[src/design/apq_pkg.sv]
package apq_pkg;

  // number of entries the queue can hold
  localparam int Capacity = 64;
  // width of the fill count, able to hold Capacity itself
  localparam int CountW = $clog2(Capacity + 1);
  // width of the entry count field on the result
  localparam int OutCountW = 7;

  // result status codes
  localparam logic [1:0] StatusDone  = 2'd0;
  localparam logic [1:0] StatusFull  = 2'd1;
  localparam logic [1:0] StatusEmpty = 2'd2;

  // operation codes on the request
  localparam logic OpInsert = 1'b0;
  localparam logic OpRemove = 1'b1;

  // one stored entry
  typedef struct packed {
    logic signed [15:0] prio;
    logic signed [31:0] value;
  } entry_t;

  // what the chain does in a cycle
  typedef enum logic [1:0] {
    CMD_HOLD,
    CMD_INSERT,
    CMD_REMOVE
  } cmd_t;

  // control broadcast to every cell
  typedef struct packed {
    cmd_t   cmd;
    entry_t fresh;
  } cell_ctrl_t;

  // true when a is served strictly before b
  function automatic logic better(entry_t a, entry_t b);
    logic r;
    r = (a.prio > b.prio) || ((a.prio == b.prio) && (a.value > b.value));
    return r;
  endfunction

endpackage

[src/design/apq_cell.sv]
module apq_cell (
  input  logic               clk,
  input  apq_pkg::cell_ctrl_t ctrl,
  input  logic               valid,
  input  logic               upper_take,
  input  apq_pkg::entry_t    upper_entry,
  input  apq_pkg::entry_t    lower_entry,
  output apq_pkg::entry_t    entry,
  output logic               take
);
  import apq_pkg::*;

  entry_t entry_next;

  // a new entry belongs here or above when it beats this cell or the cell is empty
  assign take = !valid || better(ctrl.fresh, entry);

  // choose own next content from neighbours or the new entry
  always_comb begin
    entry_next = entry;
    case (ctrl.cmd)
      CMD_INSERT: begin
        if (upper_take) begin
          entry_next = upper_entry;
        end else if (take) begin
          entry_next = ctrl.fresh;
        end
      end
      CMD_REMOVE: begin
        entry_next = lower_entry;
      end
      default: begin
        entry_next = entry;
      end
    endcase
  end

  always_ff @(posedge clk) begin
    entry <= entry_next;
  end

endmodule

[config.mk]
export PLATFORM = sky130hd
export DESIGN_NAME = apq_cell
export DESIGN_NICKNAME = d
export VERILOG_FILES = /design/src/design/apq_pkg.sv /design/src/design/apq_cell.sv
export SDC_FILE = /design/constraint.sdc
export NUM_CORES = 1
export LEC_CHECK = 0
export ABC_CLOCK_PERIOD_IN_PS = 5200
export BUFFER_PORTS_ARGS = -buffer_cell sky130_fd_sc_hd__buf_2
export CORE_AREA = 2 2 94 96
export DETAILED_ROUTE_END_ITERATION = 7
export DIE_AREA = 0 0 96 98
export PLACE_DENSITY = 0.87
export SYNTH_ARGS = -nofsm -noshare
export SYNTH_HDL_FRONTEND = slang
export SYNTH_SLANG_ARGS = --single-unit
[constraint.sdc]
create_clock -name clk -period 5.2 [get_ports clk]
set_clock_uncertainty 0.15 [all_clocks]
set_input_delay 1.3 -clock clk [delete_from_list [all_inputs] [get_ports clk]]
set_output_delay 1.3 -clock clk [all_outputs]
set_load 0.01 [all_outputs]
==> metrics <==
crit path time final 4650 ps; Max-Cap Viols 0; Critical Path RT 3750 ps; largest net degree at the start of global routing 51; Setup Viol. Count Final 0; CTS sink cnt 48; Slew @ Worst Pin 1140 ps; worst slack, placed 555 ps; pwr/cell area 228 nW/µm²; Switching Fraction 0.306; share of layout cells above drive strength 1 0.371; CP Capture Type output pin; Pre-antenna DRT Iters 4; Fin. Hold Viols 0; max-slew violations 0; most numerous cell in the Yosys netlist nand2_1; layout net count 783; routed len/inst 14.3 µm; # rows 34; Routed WL 9910 µm; DRT antenna net count 0; Synth area leaders edfxtp_1 (39%), ha_1 (16%), mux2i_1 (13%); RSZ-0062 raised after global routing no; layout overhead on the synthesized area 32.4%; CTS H-tree lvls 2; f_max 215 MHz; Hold Path Depth 3; worst reg2reg startpoint entry[31]$_DFFE_PP_; Clock Tree Root clkbuf_8; max reg flops 48; Avg Inst Size Synth 9.43 µm²; Vias/cell 5.13; initial antenna violation count 0; Die ar. 9410 µm²; drt drc 0; Largest regs entry x48; first-pass GRT wire length 15400 µm; cells after synthesis 395; # diodes 0; worst min path class in2reg; Die Wd 96 µm; #FFs+latches synth 48; largest register by flop count entry; Final WS setup 549 ps; dpl hpwl 8180 µm; vias in the first global route 3516; Yosys top cell area share 0.387; Post-synth top cells nand2_1 (59), o21ai_0 (55), inv_1 (49); peak supply drop 0.131 mV; crit path DAT 3200 ps; IO Port Bufs 197; Initial Utilization 0.440; utilization after layout 0.583; GR Overflow Total 0; EDFF count, synth 48; fin crit share 0.894; Power, Total 1.13 mW; Worst Setup SP ctrl[47]; Leakage 2.51 nW; Post-CTS Setup Bufs 0; Routability Congestion 0.830; Via Count 3565; Clock Latency Late Sink 300 ps; CTS tree built; worst hold slack 1120 ps; Synth cell types 34; FF-to-FF path depth 8; Post-Syn Nets 592; Worst-path clk slew 100 ps; CP Launch Type input port; sequential power share 0.445; post-CTS resize count 0; maximum clock path buffer count 2; Post-Synthesis Cell Area 3730 µm²; Fin Setup TNS 0 ps; status complete, no violations; Clk pwr share 0.243; post-synthesis sequential area ratio 0.387; core area 8470 µm²; YS warnings 0; critical hold path startpoint lower_entry[27]; Top FF cell, synth edfxtp_1; GRT Util Overall 0.206; Max FO, Critical Path 4; Net Sw Power 0.345 mW; Comb power frac 0.312; Rel. slew slack 0.241; Async SR Flop Fraction 0; clock buffer count from CTS 5; die height 98 µm; Yosys top cell by area edfxtp_1; Ports 198; 1st-iter DRT viols 82; Setup CP Type in2out; P_int 0.783 mW; # hold bufs at CTS 0
through the flow:
step | instance area, µm² | cells
floorplan | 3730 | 395
finish | 4930 | 695
CTS | 4930 | 695
global route | 4930 | 695
detailed placement | 4820 | 687
global placement | 4820 | 687
cell type report:
cell class / instances / area [µm²]
clock buffers: 5 / 68.8
clock inverters: 3 / 42.5
fillers: 748 / 3530
inverters: 49 / 184
multi-input cells: 281 / 2050
flip-flops and latches: 48 / 1440
well taps: 108 / 135
repair buffers: 201 / 1020
per-layer routing:
metal	share of wire	global-route usage	routed length [µm]
met1	0.40	0.241	3970
met2	0.52	0.377	5190
met3	0.064	0.0417	635
met4	0.012	0.0505	114
met5	0	0	0
cell families after synthesis:
logic type               count (synthesis)  share of synthesized area
adder cells (fa/ha/maj)                 48                      0.161
AO/OA/AOI/OAI                           93                      0.139
AND/OR/NAND/NOR                         92                      0.117
multiplexers                            48                      0.129
flip-flops                              48                      0.387
buffers and inverters                   66                     0.0672
power by group through the flow:
stage	clock, mW	combinational (mW)	sequential, mW
finish	0.274	0.352	0.502
global route	0.300	0.396	0.506
floorplan	0	0.176	0.531
detailed placement	0	0.352	0.510
CTS	0.284	0.354	0.502
global placement	0	0.334	0.508
critical path, stage by stage:
cell	delay, ps
buf_2	110
ha_1	340
nand4_2	140
or4_4	570
a21boi_0	140
and4_4	210
nor3_1	170
nand2_1	60
buf_2	140
worst paths after layout:
kind / to / slack, ps
max: take / 550
min: entry[27]$_DFFE_PP_ / 1120
max reg2reg: entry[16]$_DFFE_PP_ / 2270
min reg2reg: entry[47]$_DFFE_PP_ / 1340
placed cells by master, fill, tap and decap left out, types with 2 or more instances in the layout:
cell	n
a21oi_1	22
nand2_1	59
clkbuf_8	5
inv_1	49
o21ai_0	55
edfxtp_1	48
ha_1	48
or4_1	2
buf_4	4
nor2b_1	3
nor2_1	5
a21o_1	2
nor3_1	2
nand3_1	2
nand4_1	11
o211ai_1	3
buf_2	197
nand4_2	2
mux2i_1	48
Power figures use the tool's default switching activity.
